**config.mk**
```make
export PLATFORM = sky130hd
export DESIGN_NAME = rpc_prep
export DESIGN_NICKNAME = d
export VERILOG_FILES = /design/src/hw/rtl/rpc_pkg.sv /design/src/hw/rtl/rpc_prep.sv
export SDC_FILE = /design/constraint.sdc
export NUM_CORES = 1
export LEC_CHECK = 0
export BUFFER_PORTS_ARGS = -buffer_cell sky130_fd_sc_hd__buf_2
export CAP_MARGIN = 20
export CORE_UTILIZATION = 45
export CTS_CLUSTER_SIZE = 12
export DETAILED_ROUTE_END_ITERATION = 12
export PLACE_DENSITY = 0.71
export SLEW_MARGIN = 5
export SYNTH_ARGS = -nofsm -noshare
export SYNTH_HDL_FRONTEND = slang
export SYNTH_SLANG_ARGS = --single-unit
```
**constraint.sdc**
```tcl
create_clock -name clk -period 22.1 [get_ports clk]
set_input_delay 3.315 -clock clk [delete_from_list [all_inputs] [get_ports clk]]
set_output_delay 3.315 -clock clk [all_outputs]
set_load 0.05 [all_outputs]
```
**src/hw/rtl/rpc_pkg.sv**
```systemverilog
// Shared constants, types and the arctangent table of the rectangular/polar converter.
package rpc_pkg;

  // Configuration of the rotation chain and the coordinate range.
  localparam int ROTATION_STEPS = 16;
  localparam int COORD_WIDTH    = 16;
  localparam int MAX_TABLE      = 24;
  localparam int STEPS          = (ROTATION_STEPS < MAX_TABLE) ? ROTATION_STEPS : MAX_TABLE;
  localparam int COORD_BITS     = (COORD_WIDTH < 16) ? COORD_WIDTH : 16;
  localparam int STEP_W         = $clog2(MAX_TABLE);

  // Datapath widths: coordinates in units of 2^-14 or 2^-16, angles in 2^-16 degree.
  localparam int DATA_W = 35;
  localparam int ANG_W  = 27;
  localparam int ATAN_W = 22;
  localparam int PROD_W = DATA_W + 17;

  // Gain correction, 39797 / 2^16.
  localparam logic signed [16:0] GAIN_S = 17'sd39797;

  // Angle constants in units of 2^-16 degree.
  localparam logic signed [ANG_W-1:0] DEG_90  = ANG_W'(90 * 65536);
  localparam logic signed [ANG_W-1:0] DEG_180 = ANG_W'(180 * 65536);
  localparam logic signed [ANG_W-1:0] DEG_360 = ANG_W'(360 * 65536);

  // Output limits.
  localparam int ANG_LIMIT = 23040;
  localparam int COORD_LIM = 2 ** (COORD_BITS - 1);
  localparam logic signed [15:0] COORD_MAX = 16'(COORD_LIM - 1);
  localparam logic signed [15:0] COORD_MIN = 16'(-COORD_LIM);
  localparam logic signed [16:0] MAG_MAX   = 17'sh0FFFF;
  localparam logic signed [16:0] MAG_MIN   = 17'sh10000;

  // atan(2^-i) in units of 2^-16 degree.
  localparam logic [ATAN_W-1:0] ATAN_TAB [0:MAX_TABLE-1] = '{
    22'd2949120, 22'd1740967, 22'd919879, 22'd466945, 22'd234379, 22'd117304,
    22'd58666,   22'd29335,   22'd14668,  22'd7334,   22'd3667,   22'd1833,
    22'd917,     22'd458,     22'd229,    22'd115,    22'd57,     22'd29,
    22'd14,      22'd7,       22'd4,      22'd2,      22'd1,      22'd0
  };

  typedef enum logic {
    OP_RECT  = 1'b0,
    OP_POLAR = 1'b1
  } rpc_op_t;

  // One item as it travels down the rotation chain.
  typedef struct packed {
    rpc_op_t                   op;
    logic                      zero;
    logic signed [DATA_W-1:0]  x;
    logic signed [DATA_W-1:0]  y;
    logic signed [ANG_W-1:0]   z;
    logic signed [15:0]        a_echo;
    logic signed [15:0]        b_echo;
  } rpc_beat_t;

endpackage

```
**src/hw/rtl/rpc_prep.sv**
```systemverilog
// Entry stage: folds the input vector into the right half plane and sets up the rotation.
module rpc_prep import rpc_pkg::*; (
  input  logic               clk,
  input  logic               rst,
  input  logic               up_valid,
  output logic               up_ready,
  input  rpc_op_t            op,
  input  logic signed [15:0] first_value,
  input  logic signed [15:0] second_value,
  output logic               dn_valid,
  input  logic               dn_ready,
  output rpc_beat_t          dn_beat
);

  logic                     valid;
  rpc_beat_t                beat;
  rpc_beat_t                beat_next;
  logic signed [DATA_W-1:0] xr;
  logic signed [DATA_W-1:0] yr;
  logic signed [ANG_W-1:0]  zr;
  logic signed [ANG_W-1:0]  zp;
  logic                     neg_m;
  logic signed [16:0]       m;
  logic signed [33:0]       prod;

  assign up_ready = !valid || dn_ready;
  assign dn_valid = valid;
  assign dn_beat  = beat;

  // Start values for both modes.
  always_comb begin
    // Rectangular: scale by 2^14, mirror a left half plane vector.
    xr = DATA_W'(first_value) <<< 14;
    yr = DATA_W'(second_value) <<< 14;
    zr = '0;
    if (first_value < 0) begin
      xr = -xr;
      yr = -yr;
      zr = (second_value >= 0) ? DEG_180 : -DEG_180;
    end

    // Polar: wrap the angle into +-180 and fold it into +-90 degrees.
    zp = ANG_W'(second_value) <<< 9;
    if (zp > DEG_180) begin
      zp = zp - DEG_360;
    end
    if (zp < -DEG_180) begin
      zp = zp + DEG_360;
    end
    neg_m = 1'b0;
    if (zp > DEG_90) begin
      zp    = zp - DEG_180;
      neg_m = 1'b1;
    end else if (zp < -DEG_90) begin
      zp    = zp + DEG_180;
      neg_m = 1'b1;
    end
    m    = neg_m ? -17'(first_value) : 17'(first_value);
    prod = 34'(m) * 34'(GAIN_S);

    beat_next.op     = op;
    beat_next.a_echo = first_value;
    beat_next.b_echo = second_value;
    if (op == OP_POLAR) begin
      beat_next.zero = 1'b0;
      beat_next.x    = DATA_W'(prod);
      beat_next.y    = '0;
      beat_next.z    = zp;
    end else begin
      beat_next.zero = (first_value == 16'sd0) && (second_value == 16'sd0);
      beat_next.x    = xr;
      beat_next.y    = yr;
      beat_next.z    = zr;
    end
  end

  // Stage register.
  always_ff @(posedge clk) begin
    if (rst) begin
      valid <= 1'b0;
    end else if (up_ready) begin
      valid <= up_valid;
    end
  end

  always_ff @(posedge clk) begin
    if (up_valid && up_ready) begin
      beat <= beat_next;
    end
  end

endmodule

```
==> impl_metrics.json <==
{
  "yosys_warnings": 0,
  "grt_pass1_vias": 8876,
  "cts.sinks": 109,
  "grt_start_max_net_pins": 78,
  "start_kind": "input pin",
  "drv_cap": 0,
  "portBuffers": 146,
  "finClkSkew_ns": 0.00992,
  "die_w_microns": 168,
  "end_kind": "flip-flop",
  "gp_congestion": 0.942,
  "tns_ns": 0,
  "dr.first_iter.drc_count": 667,
  "yosys-top-cells-count": "inv_1, ha_1, fa_1",
  "synthMostInstantiatedCell": "inv_1",
  "wl_per_cell_microns": 17.7,
  "dpl_cell_area_sq_um": 13300,
  "synth_area_leaders": "edfxtp_1, fa_1, ha_1",
  "num_io_pins": 170,
  "start_util_pct": 45.8,
  "syn_inst": 1217,
  "setup_viol": 0,
  "critPathSlowestCell": "a2111oi_1",
  "synth_top_cell_by_area": "edfxtp_1",
  "ctsHtreeMaxLevel": 3,
  "overflow": 0,
  "die_y_microns": 168,
  "dr.pass1.iters": 7,
  "num_antenna_cells": 0,
  "status": "finished clean",
  "timing.final.crit_share_pct": 66.4,
  "synth_seq_cells": 109,
  "clk_latency_ns": 0.36,
  "area_growth_pct": 10.0,
  "ys_async_sr_fraction_pct": 0,
  "hold_path_depth": 2,
  "cts_inserted_buffers": 9,
  "cts_hold_buffers": 0,
  "cts_tree": "built",
  "hold_path_class": "flip-flop to flip-flop",
  "vias_per_cell": 5.33,
  "antenna_found_initial": 1,
  "postSynthAreaPerCell_sq_um": 10.1,
  "ant_nets": 0,
  "dieArea_sq_um": 28100,
  "rsz0062_at_grt": "false",
  "yosysSeqAreaShare_pct": 26.4,
  "synth_edf_count": 108,
  "cts_root_buffer": "clkbuf_16",
  "vias": 8987,
  "core_sq_um": 27000,
  "rr_worst_depth": 3,
  "num_rows": 60,
  "slew_headroom_pct": 30.4,
  "drcViolationCount": 0,
  "wirelength_mm": 29.8,
  "worstPathRequired_ns": 22.23,
  "post_cts_resized": 0,
  "clock.fmax_mhz": 68.2,
  "ys.flop_type": "edfxtp_1",
  "final_cell_area_sq_um": 13600,
  "synthDominantCellAreaShare_pct": 26.3,
  "grt_pass1_wl_mm": 47.5,
  "synth.cell_area_sq_um": 12300,
  "design.final.nets": 1649,
  "post_cts_buffers": 0,
  "worstPathArrival_ns": 14.80,
  "drive_above_1_share_pct": 15.2,
  "clk_path_buf_depth": 2,
  "ys_types": 84,
  "cp_slowest_stage_delay_ns": 0.93,
  "hold_violations": 0,
  "grt_usage_pct": 21.8,
  "path_clk_slew_ns": 0.10,
  "slew_viol_final": 0,
  "layout_min_cycle_time_ns": 14.67,
  "critPathMaxFanout": 14,
  "path_class": "input pin to flip-flop",
  "dp_hpwl_mm": 24.3,
  "worst_pin_slew_ns": 1.04
}
cell type report:
cell class | count | area, sq um
clock inverters | 7 | 88.8
fillers | 2457 | 13400
well taps | 341 | 427
repair buffers | 149 | 753
clock buffers | 9 | 225
flip-flops and latches | 109 | 3260
inverters | 246 | 923
multi-input cells | 824 | 7900
layout by cell type (no fill, tap or decap), types with 6 or more instances in the layout:
cell type  Yosys  final
a21o_1        18     18
a21oi_1       41     41
a31oi_1        8      8
and2_1        17     16
buf_2          6    146
clkbuf_16      0      9
conb_1         1     23
edfxtp_1     108    108
fa_1         125    125
ha_1         148    148
inv_1        246    246
nand2_1       63     63
nand2b_1      11     11
nand3_1       13     13
nor2_1        62     62
nor3_1        11     11
o211ai_1       7      7
o21ai_0       42     42
o21bai_1       8      8
o31ai_1        8      8
or2_1          6      6
or3_1         16     16
xnor2_1       42     42
xor2_1        32     32
layer usage:
| metal | vias to the layer above | track usage (%) | part of all wire, % |
|---|---|---|---|
| met5 | - | 0 | 0.030 |
| met1 | 4431 | 28.6 | 44 |
| met2 | 264 | 37.5 | 50 |
| li1 | 4240 | - | - |
| met3 | 50 | 2.03 | 3.8 |
| met4 | 2 | 7.66 | 3.0 |
path summary, 6_finish.rpt:
check | start | end | slack, ns
worst min-delay path | dn_valid | dn_valid | 0.54
worst min register to register | dn_valid | dn_valid | 0.54
worst max register to register | dn_valid | dn_beat[104] | 19.98
worst max-delay path | second_value[0] | dn_beat[124] | 7.43
critical path: cells and delay by family:
family / cells / cell delay, ns
XOR/XNOR: 4 / 1.64
buffers and inverters: 6 / 0.51
multiplexers: 1 / 0.28
adder cells (fa/ha/maj): 9 / 3.30
AO/OA/AOI/OAI: 12 / 3.61
AND/OR/NAND/NOR: 9 / 2.14
cells by family after synthesis:
logic type                 count (synthesis)  synth area share, %
buffers and inverters                    306                 10.2
adders and majority gates                273                 35.3
and+or+nand+nor                          241                 10.1
AOI/OAI and AO/OA                        199                 11.1
DFF                                      109                 26.4
xor gates and xnor gates                  77                 5.74
muxes                                     11                 1.04
other                                      1               0.0304
state kept, by name (all words and copies together) (netlist names):
signal    flops
dn_beat     108
dn_valid      1
metrics by stage:
step / util [%] / instances / setup slack (ns) / hold slack [ns]
3_5_place_dp: 49.2 / 1669 / 7.11 / 0.523
3_3_place_gp: 49.2 / 1669 / 7.38 / 0.495
4_1_cts: 50.4 / 1685 / 7.45 / 0.539
6_report: 50.4 / 1685 / 7.43 / 0.541
2_1_floorplan: - / 1239 / 9.22 / 1.11
5_1_grt: 50.4 / 1685 / 6.51 / 0.579
Power is not shown: default switching activity piles up to over one toggle a cycle in this logic, so the estimate is an artifact.
