[config.mk]
export PLATFORM = sky130hd
export DESIGN_NAME = rpc_cell
export DESIGN_NICKNAME = d
export VERILOG_FILES = /design/src/hw/rtl/rpc_pkg.sv /design/src/hw/rtl/rpc_cell.sv
export SDC_FILE = /design/constraint.sdc
export NUM_CORES = 1
export LEC_CHECK = 0
export ABC_CLOCK_PERIOD_IN_PS = 10100
export BUFFER_PORTS_ARGS = -buffer_cell sky130_fd_sc_hd__clkbuf_2
export CAP_MARGIN = 0
export CORE_UTILIZATION = 48
export CTS_BUF_LIST = sky130_fd_sc_hd__clkbuf_16
export DETAILED_ROUTE_END_ITERATION = 7
export GPL_TIMING_DRIVEN = 0
export PLACE_DENSITY = 0.7
export SYNTH_ARGS = -nofsm -noshare
export SYNTH_HDL_FRONTEND = slang
export SYNTH_SLANG_ARGS = --single-unit
[constraint.sdc]
create_clock -name clk -period 10.1 [get_ports clk]
set_input_delay 2.02 -clock clk [delete_from_list [all_inputs] [get_ports clk]]
set_output_delay 2.02 -clock clk [all_outputs]
set_load 0.02 [all_outputs]
[src/hw/rtl/rpc_pkg.sv]
// Shared constants, types and the arctangent table of the rectangular/polar converter.
package rpc_pkg;

  // Configuration of the rotation chain and the coordinate range.
  localparam int ROTATION_STEPS = 16;
  localparam int COORD_WIDTH    = 16;
  localparam int MAX_TABLE      = 24;
  localparam int STEPS          = (ROTATION_STEPS < MAX_TABLE) ? ROTATION_STEPS : MAX_TABLE;
  localparam int COORD_BITS     = (COORD_WIDTH < 16) ? COORD_WIDTH : 16;
  localparam int STEP_W         = $clog2(MAX_TABLE);

  // Datapath widths: coordinates in units of 2^-14 or 2^-16, angles in 2^-16 degree.
  localparam int DATA_W = 35;
  localparam int ANG_W  = 27;
  localparam int ATAN_W = 22;
  localparam int PROD_W = DATA_W + 17;

  // Gain correction, 39797 / 2^16.
  localparam logic signed [16:0] GAIN_S = 17'sd39797;

  // Angle constants in units of 2^-16 degree.
  localparam logic signed [ANG_W-1:0] DEG_90  = ANG_W'(90 * 65536);
  localparam logic signed [ANG_W-1:0] DEG_180 = ANG_W'(180 * 65536);
  localparam logic signed [ANG_W-1:0] DEG_360 = ANG_W'(360 * 65536);

  // Output limits.
  localparam int ANG_LIMIT = 23040;
  localparam int COORD_LIM = 2 ** (COORD_BITS - 1);
  localparam logic signed [15:0] COORD_MAX = 16'(COORD_LIM - 1);
  localparam logic signed [15:0] COORD_MIN = 16'(-COORD_LIM);
  localparam logic signed [16:0] MAG_MAX   = 17'sh0FFFF;
  localparam logic signed [16:0] MAG_MIN   = 17'sh10000;

  // atan(2^-i) in units of 2^-16 degree.
  localparam logic [ATAN_W-1:0] ATAN_TAB [0:MAX_TABLE-1] = '{
    22'd2949120, 22'd1740967, 22'd919879, 22'd466945, 22'd234379, 22'd117304,
    22'd58666,   22'd29335,   22'd14668,  22'd7334,   22'd3667,   22'd1833,
    22'd917,     22'd458,     22'd229,    22'd115,    22'd57,     22'd29,
    22'd14,      22'd7,       22'd4,      22'd2,      22'd1,      22'd0
  };

  typedef enum logic {
    OP_RECT  = 1'b0,
    OP_POLAR = 1'b1
  } rpc_op_t;

  // One item as it travels down the rotation chain.
  typedef struct packed {
    rpc_op_t                   op;
    logic                      zero;
    logic signed [DATA_W-1:0]  x;
    logic signed [DATA_W-1:0]  y;
    logic signed [ANG_W-1:0]   z;
    logic signed [15:0]        a_echo;
    logic signed [15:0]        b_echo;
  } rpc_beat_t;

endpackage

[src/hw/rtl/rpc_cell.sv]
// One rotation step of the chain: shift-add on x and y, table step on the angle.
module rpc_cell import rpc_pkg::*; (
  input  logic              clk,
  input  logic              rst,
  input  logic [STEP_W-1:0] step,
  input  logic              up_valid,
  output logic              up_ready,
  input  rpc_beat_t         up_beat,
  output logic              dn_valid,
  input  logic              dn_ready,
  output rpc_beat_t         dn_beat
);

  logic                     valid;
  rpc_beat_t                beat;
  rpc_beat_t                beat_next;
  logic signed [DATA_W-1:0] dx;
  logic signed [DATA_W-1:0] dy;
  logic signed [ANG_W-1:0]  atan_s;
  logic                     pos;

  assign up_ready = !valid || dn_ready;
  assign dn_valid = valid;
  assign dn_beat  = beat;

  // Polar mode drives the angle to zero, rectangular mode drives y to zero.
  always_comb begin
    dx     = up_beat.y >>> step;
    dy     = up_beat.x >>> step;
    atan_s = signed'(ANG_W'(ATAN_TAB[step]));
    pos    = (up_beat.op == OP_POLAR) ? !up_beat.z[ANG_W-1] : up_beat.y[DATA_W-1];

    beat_next = up_beat;
    if (pos) begin
      beat_next.x = up_beat.x - dx;
      beat_next.y = up_beat.y + dy;
      beat_next.z = up_beat.z - atan_s;
    end else begin
      beat_next.x = up_beat.x + dx;
      beat_next.y = up_beat.y - dy;
      beat_next.z = up_beat.z + atan_s;
    end
  end

  // Stage register.
  always_ff @(posedge clk) begin
    if (rst) begin
      valid <= 1'b0;
    end else if (up_ready) begin
      valid <= up_valid;
    end
  end

  always_ff @(posedge clk) begin
    if (up_valid && up_ready) begin
      beat <= beat_next;
    end
  end

endmodule

==> metrics.txt <==
initial antenna violation count 0; Final setup viols 0; Slew Viols, Final 0; shortest period the worst path allows roughly 9.7 ns; CP max stage cell mux4_2; Mapped Cells about 1700; GRT Overall Usage 42.8%; clock power share between 20% and 30%; Rows 66; first-pass GRT wire length 104000 um; WP buf/inv 9; Syn Area/Cell 9.37 um2; TritonRoute pass-1 iters 8; GPL Wtd Cong approximately 1.1; Max Freq just over 100 MHz; Top delay family on crit path buffers and inverters; CTS tree built; Tightest Pin Transition about 1.1 ns; largest net degree at the start of global routing 77; I/O pins approximately 270; FF+latch area between 3000 and 4000 um2; RSZ-0062 raised after global routing false; slowest cell delay on critical path ~0.55 ns; Reg clk slew, reported paths 0.06 ns; Die Span Y 184 um; area of the multi-input gates 11300 um2; critical path class primary input to flip-flop; Root Driver clkbuf_16; crit share post-route a little over nine tenths; WP data required slightly above 10 ns; post-synth top area share 24.7%; Vias/cell roughly 6.8; maximum fanout along the worst path 11; port buffer count ~270; CP Launch Type primary input; GRT Max-Usage Layer met2; Synth async-reset ratio 0%; FF+latch count, synth ~130; met3 usage 13.0%; Primary FF master, synth edfxtp_1; Sw Ratio a little over two fifths; fillcell total around 2900; Comb power frac 52.2%; max_slew headroom between 20% and 30%; distinct cell type count after synthesis 95; Util after Layout between 50% and 60%; worst path arrival time around 9.9 ns; P_leak between 7 and 8 nW; Int Power roughly 1.7 mW; post-DR wirelength/cell slightly below 30 um; Post-DP Area 17900 um2; Post-Layout Inst Area 18500 um2; via count approximately 17000; Yosys warnings 0; Setup TNS 0 ns; area grow syn2layout 15.9%; grt ovf 0; Core Area roughly 33000 um2; Fin. Hold Viols 0; nets@finish 2238; setup bufs post-CTS 0; drt drc 0; met1 GRT Util ~54%; sequential fraction of the synthesis area between 20% and 30%; H-tree levels 4; max-cap violations 0; peak supply drop approximately 120 uV; Worst-Skew Late Latency between 0.4 and 0.5 ns; Post-Place Worst Slack between 0.1 and 0.15 ns; fraction of layout cells with a size suffix above 1 about 25%; Die ar. ~34000 um2; pwr/cell area between 150 and 200 nW/um2; dominant cell type by area after synthesis edfxtp_1; worst clock skew approximately 0.012 ns; critical path capture point type flip-flop; clk sink count roughly 130; Die W 184 um; Psw ~1.3 mW; number of flops mapped to enable cells by yosys 131; Mapped Nets about 2000; maximum buffer depth of the clock tree 2; Starting Density around half; Final ANT Viol Nets 0; DRT iter0 DRCs ~2400; post-layout worst setup margin about 0.42 ns; Hold Path Class flip-flop to flip-flop; Cell Area, Synth 15900 um2; worst reg2reg setup slack a little over 8 ns; total CTS buffers 17; Reg power frac 26.5%; Post-Route WL roughly 73000 um; Synth area leaders edfxtp_1 (25%), mux4_2 (11%), ha_1 (8.0%); vias in the first global route roughly 16000; hpwl dp roughly 56000 um; status completed; GR Layer Usage met2 64.5%
[layout make-up]
| type | instances | area share, % |
|---|---|---|
| Buffer | 89 | 2.75 |
| Antenna cell | 2 | 0.0271 |
| Timing Repair Buffer | 272 | 7.49 |
| Clock inverter | 15 | 0.887 |
| Clock buffer | 17 | 2.30 |
| Multi-Input combinational cell | 1427 | 61.1 |
| Sequential cell | 132 | 21.4 |
| Inverter | 54 | 1.10 |
| Tap cell | 442 | 2.99 |
[per-layer routing]
metal / wire, um / vias to the layer above / part of all wire (%)
met5: 0 / - / 0
met2: 31400 / 1309 / 43
met1: 28400 / 8039 / 39
li1: - / 7081 / -
met3: 8900 / 259 / 12
met4: 4330 / 0 / 5.9
[cells in the final DEF, fill, tap and decap left out, types with 8 or more instances in the layout]
cell / instances
mux2i_1: 98
buf_2: 33
xnor2_1: 105
xor2_1: 53
nor3_1: 25
o21a_1: 24
edfxtp_1: 131
nor2_1: 147
nand3_1: 30
nor2b_1: 18
and2_1: 12
a211oi_1: 19
clkbuf_1: 28
o211ai_1: 9
nand4_1: 11
inv_1: 50
and3_1: 19
mux4_2: 77
nand2_1: 134
ha_1: 102
nor4_1: 12
buf_1: 10
or3_1: 13
mux2_2: 25
clkbuf_2: 271
nand2b_1: 24
o22ai_1: 22
a21oi_1: 132
o31ai_1: 9
or2_2: 8
buf_6: 9
o21bai_1: 13
a31oi_1: 22
clkbuf_16: 17
o21ai_0: 86
a21o_1: 37
[worst paths after layout]
| kind | startpoint | end | depth (start not counted) |
|---|---|---|---|
| max | step[1] | dn_beat[58] | 28 |
| min | dn_valid | dn_valid | 2 |
| max reg2reg | dn_valid | dn_beat[114] | 3 |
| min reg2reg | dn_valid | dn_valid | 2 |
[kinds of logic (layout without fill, tap and decap cells)]
kind of cell | Yosys count | count (layout) | synth area share, %
xor+xnor | 159 | 159 | 8.82
flops | 132 | 132 | 24.8
simple gates | 483 | 483 | 14.7
buf+inv | 143 | 447 | 4.46
fa+ha+maj | 105 | 105 | 8.38
mux | 204 | 204 | 19.1
other cells | 0 | 2 | 0
compound gates | 476 | 476 | 19.7
[worst register-to-register path: cells and delay by family (launching register included)]
family	cells	cell delay, ns
DFF	1	0.31
buffers and inverters	1	0.39
and+or+nand+nor	2	0.81
[metrics by stage]
stage               hold WS, ns  std cells  power [mW]
floorplan                 0.729       1702        1.88
global placement          0.491       2415        2.30
detailed placement        0.520       2416        2.33
CTS                       0.529       2448        2.98
global route              0.564       2448        3.16
finish                    0.538       2450        3.02
[state kept, by name, indices dropped and copies added (netlist names)]
name      count
dn_valid      1
dn_beat     131
[cell usage after synthesis, types with 19 or more instances]
cell type,instances
and3_1,19
a31oi_1,22
nor2_1,147
xnor2_1,105
inv_1,50
mux2_2,25
ha_1,102
edfxtp_1,131
nand3_1,30
mux2i_1,98
nor3_1,25
nand2_1,134
xor2_1,53
a21o_1,37
o21a_1,24
o21ai_0,86
o22ai_1,22
clkbuf_1,28
a211oi_1,19
a21oi_1,132
mux4_2,77
nand2b_1,24
buf_2,33
[timing repair]
action | in CTS | in global routing
setup endpoints to repair | 0 | 1
resized for setup | 0 | 1
hold buffers | 0 | 0
[power by group through the flow]
stage	sequential [mW]	combinational (mW)	clock (mW)
floorplan	0.954	0.922	0
global placement	0.811	1.49	0
detailed placement	0.810	1.52	0
CTS	0.800	1.53	0.649
global route	0.810	1.68	0.665
finish	0.799	1.57	0.644
Note: power is estimated with default switching activity, not from simulation.
