$ cat config.mk
export PLATFORM = sky130hd
export DESIGN_NAME = rpc_finish
export DESIGN_NICKNAME = d
export VERILOG_FILES = /design/src/hw/rtl/rpc_pkg.sv /design/src/hw/rtl/rpc_finish.sv
export SDC_FILE = /design/constraint.sdc
export NUM_CORES = 1
export LEC_CHECK = 0
export BUFFER_PORTS_ARGS = -buffer_cell sky130_fd_sc_hd__buf_2
export CAP_MARGIN = 10
export CORE_MARGIN = 1.5
export CORE_UTILIZATION = 38
export DETAILED_ROUTE_END_ITERATION = 16
export PLACE_DENSITY = 0.53
export RECOVER_POWER = 25
export SLEW_MARGIN = 20
export SYNTH_ARGS = -nofsm -noshare
export SYNTH_HDL_FRONTEND = slang
export SYNTH_SLANG_ARGS = --single-unit
$ cat constraint.sdc
create_clock -name clk -period 9 [get_ports clk]
set_input_delay 1.8 -clock clk [delete_from_list [all_inputs] [get_ports clk]]
set_output_delay 1.8 -clock clk [all_outputs]
set_load 0.01 [all_outputs]
$ cat src/hw/rtl/rpc_pkg.sv
// Shared constants, types and the arctangent table of the rectangular/polar converter.
package rpc_pkg;

  // Configuration of the rotation chain and the coordinate range.
  localparam int ROTATION_STEPS = 16;
  localparam int COORD_WIDTH    = 16;
  localparam int MAX_TABLE      = 24;
  localparam int STEPS          = (ROTATION_STEPS < MAX_TABLE) ? ROTATION_STEPS : MAX_TABLE;
  localparam int COORD_BITS     = (COORD_WIDTH < 16) ? COORD_WIDTH : 16;
  localparam int STEP_W         = $clog2(MAX_TABLE);

  // Datapath widths: coordinates in units of 2^-14 or 2^-16, angles in 2^-16 degree.
  localparam int DATA_W = 35;
  localparam int ANG_W  = 27;
  localparam int ATAN_W = 22;
  localparam int PROD_W = DATA_W + 17;

  // Gain correction, 39797 / 2^16.
  localparam logic signed [16:0] GAIN_S = 17'sd39797;

  // Angle constants in units of 2^-16 degree.
  localparam logic signed [ANG_W-1:0] DEG_90  = ANG_W'(90 * 65536);
  localparam logic signed [ANG_W-1:0] DEG_180 = ANG_W'(180 * 65536);
  localparam logic signed [ANG_W-1:0] DEG_360 = ANG_W'(360 * 65536);

  // Output limits.
  localparam int ANG_LIMIT = 23040;
  localparam int COORD_LIM = 2 ** (COORD_BITS - 1);
  localparam logic signed [15:0] COORD_MAX = 16'(COORD_LIM - 1);
  localparam logic signed [15:0] COORD_MIN = 16'(-COORD_LIM);
  localparam logic signed [16:0] MAG_MAX   = 17'sh0FFFF;
  localparam logic signed [16:0] MAG_MIN   = 17'sh10000;

  // atan(2^-i) in units of 2^-16 degree.
  localparam logic [ATAN_W-1:0] ATAN_TAB [0:MAX_TABLE-1] = '{
    22'd2949120, 22'd1740967, 22'd919879, 22'd466945, 22'd234379, 22'd117304,
    22'd58666,   22'd29335,   22'd14668,  22'd7334,   22'd3667,   22'd1833,
    22'd917,     22'd458,     22'd229,    22'd115,    22'd57,     22'd29,
    22'd14,      22'd7,       22'd4,      22'd2,      22'd1,      22'd0
  };

  typedef enum logic {
    OP_RECT  = 1'b0,
    OP_POLAR = 1'b1
  } rpc_op_t;

  // One item as it travels down the rotation chain.
  typedef struct packed {
    rpc_op_t                   op;
    logic                      zero;
    logic signed [DATA_W-1:0]  x;
    logic signed [DATA_W-1:0]  y;
    logic signed [ANG_W-1:0]   z;
    logic signed [15:0]        a_echo;
    logic signed [15:0]        b_echo;
  } rpc_beat_t;

endpackage

$ cat src/hw/rtl/rpc_finish.sv
// Exit stages: gain correction product, then rounding, clipping and the output register.
module rpc_finish import rpc_pkg::*; (
  input  logic               clk,
  input  logic               rst,
  input  logic               up_valid,
  output logic               up_ready,
  input  rpc_beat_t          up_beat,
  output logic               result_valid,
  input  logic               result_stall,
  output logic signed [15:0] x_out,
  output logic signed [15:0] y_out,
  output logic signed [16:0] mag_out,
  output logic signed [15:0] ang_out,
  output logic               saturated
);

  logic                      p_valid;
  rpc_beat_t                 p_beat;
  logic signed [PROD_W-1:0]  prod;
  logic                      p_ready;
  logic                      r_ready;

  logic signed [PROD_W-1:0]  prod_rnd;
  logic signed [PROD_W-31:0] mag_w;
  logic signed [ANG_W-1:0]   z_rnd;
  logic signed [ANG_W-10:0]  ang_w;
  logic signed [DATA_W-1:0]  x_rnd;
  logic signed [DATA_W-1:0]  y_rnd;
  logic signed [DATA_W-17:0] x_w;
  logic signed [DATA_W-17:0] y_w;

  logic signed [15:0]        x_next;
  logic signed [15:0]        y_next;
  logic signed [16:0]        mag_next;
  logic signed [15:0]        ang_next;
  logic                      sat_next;

  assign r_ready  = !result_valid || !result_stall;
  assign p_ready  = !p_valid || r_ready;
  assign up_ready = p_ready;

  // Product stage.
  always_ff @(posedge clk) begin
    if (rst) begin
      p_valid <= 1'b0;
    end else if (p_ready) begin
      p_valid <= up_valid;
    end
  end

  always_ff @(posedge clk) begin
    if (up_valid && p_ready) begin
      p_beat <= up_beat;
      prod   <= PROD_W'(up_beat.x) * PROD_W'(GAIN_S);
    end
  end

  // Round half up with floor shifts, then clip.
  always_comb begin
    prod_rnd = prod + (PROD_W'(1) <<< 29);
    mag_w    = prod_rnd[PROD_W-1:30];
    z_rnd    = p_beat.z + ANG_W'(256);
    ang_w    = z_rnd[ANG_W-1:9];
    x_rnd    = p_beat.x + DATA_W'(32768);
    y_rnd    = p_beat.y + DATA_W'(32768);
    x_w      = x_rnd[DATA_W-1:16];
    y_w      = y_rnd[DATA_W-1:16];
    sat_next = 1'b0;

    if (p_beat.op == OP_POLAR) begin
      mag_next = 17'(p_beat.a_echo);
      ang_next = p_beat.b_echo;
      if (x_w > COORD_LIM - 1) begin
        x_next   = COORD_MAX;
        sat_next = 1'b1;
      end else if (x_w < -COORD_LIM) begin
        x_next   = COORD_MIN;
        sat_next = 1'b1;
      end else begin
        x_next = 16'(x_w);
      end
      if (y_w > COORD_LIM - 1) begin
        y_next   = COORD_MAX;
        sat_next = 1'b1;
      end else if (y_w < -COORD_LIM) begin
        y_next   = COORD_MIN;
        sat_next = 1'b1;
      end else begin
        y_next = 16'(y_w);
      end
    end else begin
      x_next = p_beat.a_echo;
      y_next = p_beat.b_echo;
      if (p_beat.zero) begin
        mag_next = '0;
        ang_next = '0;
      end else begin
        if (mag_w > 65535) begin
          mag_next = MAG_MAX;
          sat_next = 1'b1;
        end else if (mag_w < -65536) begin
          mag_next = MAG_MIN;
          sat_next = 1'b1;
        end else begin
          mag_next = 17'(mag_w);
        end
        if (ang_w > ANG_LIMIT) begin
          ang_next = 16'(ANG_LIMIT);
        end else if (ang_w < -ANG_LIMIT) begin
          ang_next = 16'(-ANG_LIMIT);
        end else begin
          ang_next = 16'(ang_w);
        end
      end
    end
  end

  // Output register.
  always_ff @(posedge clk) begin
    if (rst) begin
      result_valid <= 1'b0;
    end else if (r_ready) begin
      result_valid <= p_valid;
    end
  end

  always_ff @(posedge clk) begin
    if (p_valid && r_ready) begin
      x_out     <= x_next;
      y_out     <= y_next;
      mag_out   <= mag_next;
      ang_out   <= ang_next;
      saturated <= sat_next;
    end
  end

endmodule

==> metrics.txt <==
status=complete, but fails checks; failing checks=capacitance limit, slew limit; part of the cycle the worst path needs=0.877; synth unique cells=76; Final Util=0.433; Starting DRT DRC Count=643; hold_sp=p_valid$_SDFFE_PP0N_; syn_nets=2,433; DIE AREA=52,700 um2; Setup TNS Final=0 ps; Data required, critical path=9140 ps; area grow syn2layout=11.8%; First-pass DRT Iterations=5; RSZ-0062 raised after global routing=false; Worst Hold Endpoint=result_valid$_SDFFE_PP0P_; Vias=13,100; CP Capture Type=flop; Die H=230 um; syn_area_per_cell=10.9 um2; CP max FO=7; FF-to-FF End=p_beat[82]$_DFFE_PP_; Max IR drop VDD=327 uV; number of flops mapped to enable cells by yosys=182; Initial Utilization=0.387; max-slew violations=58; drt wl/cell=18.2 um; PD cells=407 nW/um2; min cycle time layout=7890 ps; clock-pin transition on the worst setup and hold timing paths=70 ps; top_reg_cell synth=edfxtp_1; Max Cap Viol=1; post-CTS setup buffers=0; Buffers on Ports=179; Skew-Pair Late Insertion Delay=430 ps; worst-case clock skew=16.9 ps; Max clock buf depth=2; r2r worst-path depth=3; hold depth=2; CTS buffer count=17; WL met3=1950 um; Slew @ Worst Pin=3690 ps; WP data arrival=8040 ps; gpl congestion=0.873; Yosys reg bits=184; largest net degree at the start of global routing=102; Fillers=4,836; clk root buf=clkbuf_16; multi-input logic area=12,300 um2; global route overflow=0; Slew Limit Headroom=-1.46; DR vias/cell=4.91; Die X=230 um; Synth Instances=1,797; Synth Cell Area=19,500 um2; Highest Clock Rate=0.127 GHz; GRT Util Overall=0.190; leakage=9.87 nW; cts hold-fix bufs=0; H-tree lvl count=4; CTS resizes=0; CTS tree=built; wl on met1=22,600 um; Hold Vio Cnt, Final=0; initial antenna violation count=5; clock sink total=184; crit path kind=input port to flop; r2r startpoint=result_valid$_SDFFE_PP0P_; Placeable Area=50,400 um2; highest routed layer=met5; Final setup viols=0; share of cells above drive strength 1=0.104; row count=82; FFs w/ async S/R, synth=0; Routed met2 length=23,600 um; storage element area=5510 um2; Post-DP HPWL=40,200 um; Seq/Total Area, Yosys=0.282; Worst setup SP type=input port; first-pass GRT wire length=77,900 um; reg-to-reg slack, setup=4450 ps; final WL=48,600 um; vias in the first global route=14,000; Yosys warnings=0; DRC=0; worst min-delay path class=flop to flop; IO Pins=203; ANT nets after route=0; fin nets=2,612
==> metal layers <==
metal / vias to the layer above / track usage
li1: 6292 / -
met1: 6487 / 0.263
met2: 266 / 0.326
met3: 33 / 0.0248
met4: 4 / 0.0243
met5: - / 0
==> area by class of cell <==
type                    count  area share
clock inverters            10     0.00890
flip-flops and latches    184       0.253
multi-input cells        1169       0.565
well taps                 672      0.0386
clock buffers              22      0.0208
inverters                 419      0.0722
diodes                      3    0.000345
repair buffers            185      0.0414
==> state kept, by name, summed over array words and instances (netlist names) <==
signal / cells
result_valid: 1
mag_out: 17
p_valid: 1
prod: 23
y_out: 16
x_out: 16
saturated: 1
p_beat: 93
ang_out: 16
==> worst max-delay path, stage by stage <==
cell and delay, ps:
clkbuf_1 600, ha_1 430, inv_1 110, fa_1 420
fa_1 520, inv_1 50, fa_1 470, fa_1 540
inv_1 50, fa_1 520, inv_1 40, ha_1 340
and2_1 210, nand4_1 180, a2111oi_1 390, buf_4 210
o211ai_1 180, a22oi_1 450, a41oi_1 210, a21oi_1 210
xor2_1 80
==> synth_stat cells (4+ instances only) <==
| library cell | count | share of area |
|---|---|---|
| o21ai_1 | 17 | 0.0044 |
| clkbuf_1 | 13 | 0.0025 |
| fa_1 | 265 | 0.27 |
| nor2_1 | 82 | 0.016 |
| nand2_1 | 76 | 0.015 |
| nand2b_1 | 10 | 0.0032 |
| and3_1 | 11 | 0.0035 |
| and2_1 | 6 | 0.0019 |
| o21ai_0 | 30 | 0.0077 |
| edfxtp_1 | 182 | 0.28 |
| ha_1 | 236 | 0.15 |
| xor2_1 | 51 | 0.023 |
| xnor2_1 | 46 | 0.021 |
| buf_2 | 9 | 0.0023 |
| nand3_1 | 43 | 0.011 |
| a21oi_1 | 109 | 0.028 |
| a21o_1 | 10 | 0.0039 |
| a21boi_0 | 4 | 0.0015 |
| o211ai_1 | 16 | 0.0062 |
| o2111ai_1 | 5 | 0.0022 |
| a31oi_1 | 6 | 0.0019 |
| nor2b_1 | 13 | 0.0042 |
| nor4_1 | 9 | 0.0029 |
| o211ai_2 | 5 | 0.0032 |
| nor3_1 | 26 | 0.0067 |
| nand4_1 | 14 | 0.0045 |
| a22o_1 | 5 | 0.0022 |
| inv_1 | 419 | 0.081 |
| and4_1 | 7 | 0.0031 |
==> report_power, final <==
| part | internal (mW) | switching [mW] |
|---|---|---|
| Sequential | 1.29 | 0.0900 |
| Clock | 0.505 | 0.323 |
| Combinational | 2.82 | 3.84 |
==> cell usage in the layout (no fill, tap or decap), drive strengths merged, types with 47 or more instances in the layout <==
cell      n
a21oi   109
nand2    77
buf     156
fa      265
nor2     82
ha      236
edfxtp  182
inv     422
o21ai    47
clkbuf   51
xor2     51
==> metrics by stage <==
| step | total power [mW] | setup WS [ps] | instances | hold WS (ps) | cell area [um2] |
|---|---|---|---|---|---|
| after global routing | 10.0 | 813 | 2661 | 571 | 21800 |
| after floorplan | 6.59 | 1800 | 1797 | 453 | 19500 |
| after detailed placement | 8.10 | 1030 | 2629 | 503 | 21200 |
| after CTS | 8.97 | 1450 | 2661 | 513 | 21800 |
| after global placement | 8.04 | 1040 | 2629 | 473 | 21200 |
| final | 8.87 | 1110 | 2664 | 511 | 21800 |
==> kinds of logic (layout without fill, tap and decap cells) <==
logic type / count (synthesis) / after routing / share of synthesized area
adders and majority gates: 501 / 501 / 0.424
buffers and inverters: 444 / 636 / 0.0868
and+or+nand+nor: 319 / 319 / 0.0812
AOI/OAI and AO/OA: 248 / 248 / 0.0803
DFF: 184 / 184 / 0.282
xor gates and xnor gates: 97 / 97 / 0.0436
muxes: 4 / 4 / 0.00218
other: 0 / 3 / 0
==> how the worst max path moves through the flow <==
stage,from,endpoint,depth (start not counted)
global route,up_beat[109],prod[51]$_DFFE_PP_,21
detailed placement,up_beat[114],prod[51]$_DFFE_PP_,21
finish,up_beat[114],prod[51]$_DFFE_PP_,21
floorplan,result_stall,ang_out[0]$_DFFE_PP_,1
CTS,up_beat[114],prod[51]$_DFFE_PP_,21
global placement,up_beat[113],prod[51]$_DFFE_PP_,21
(Power assumes the default switching activity.)
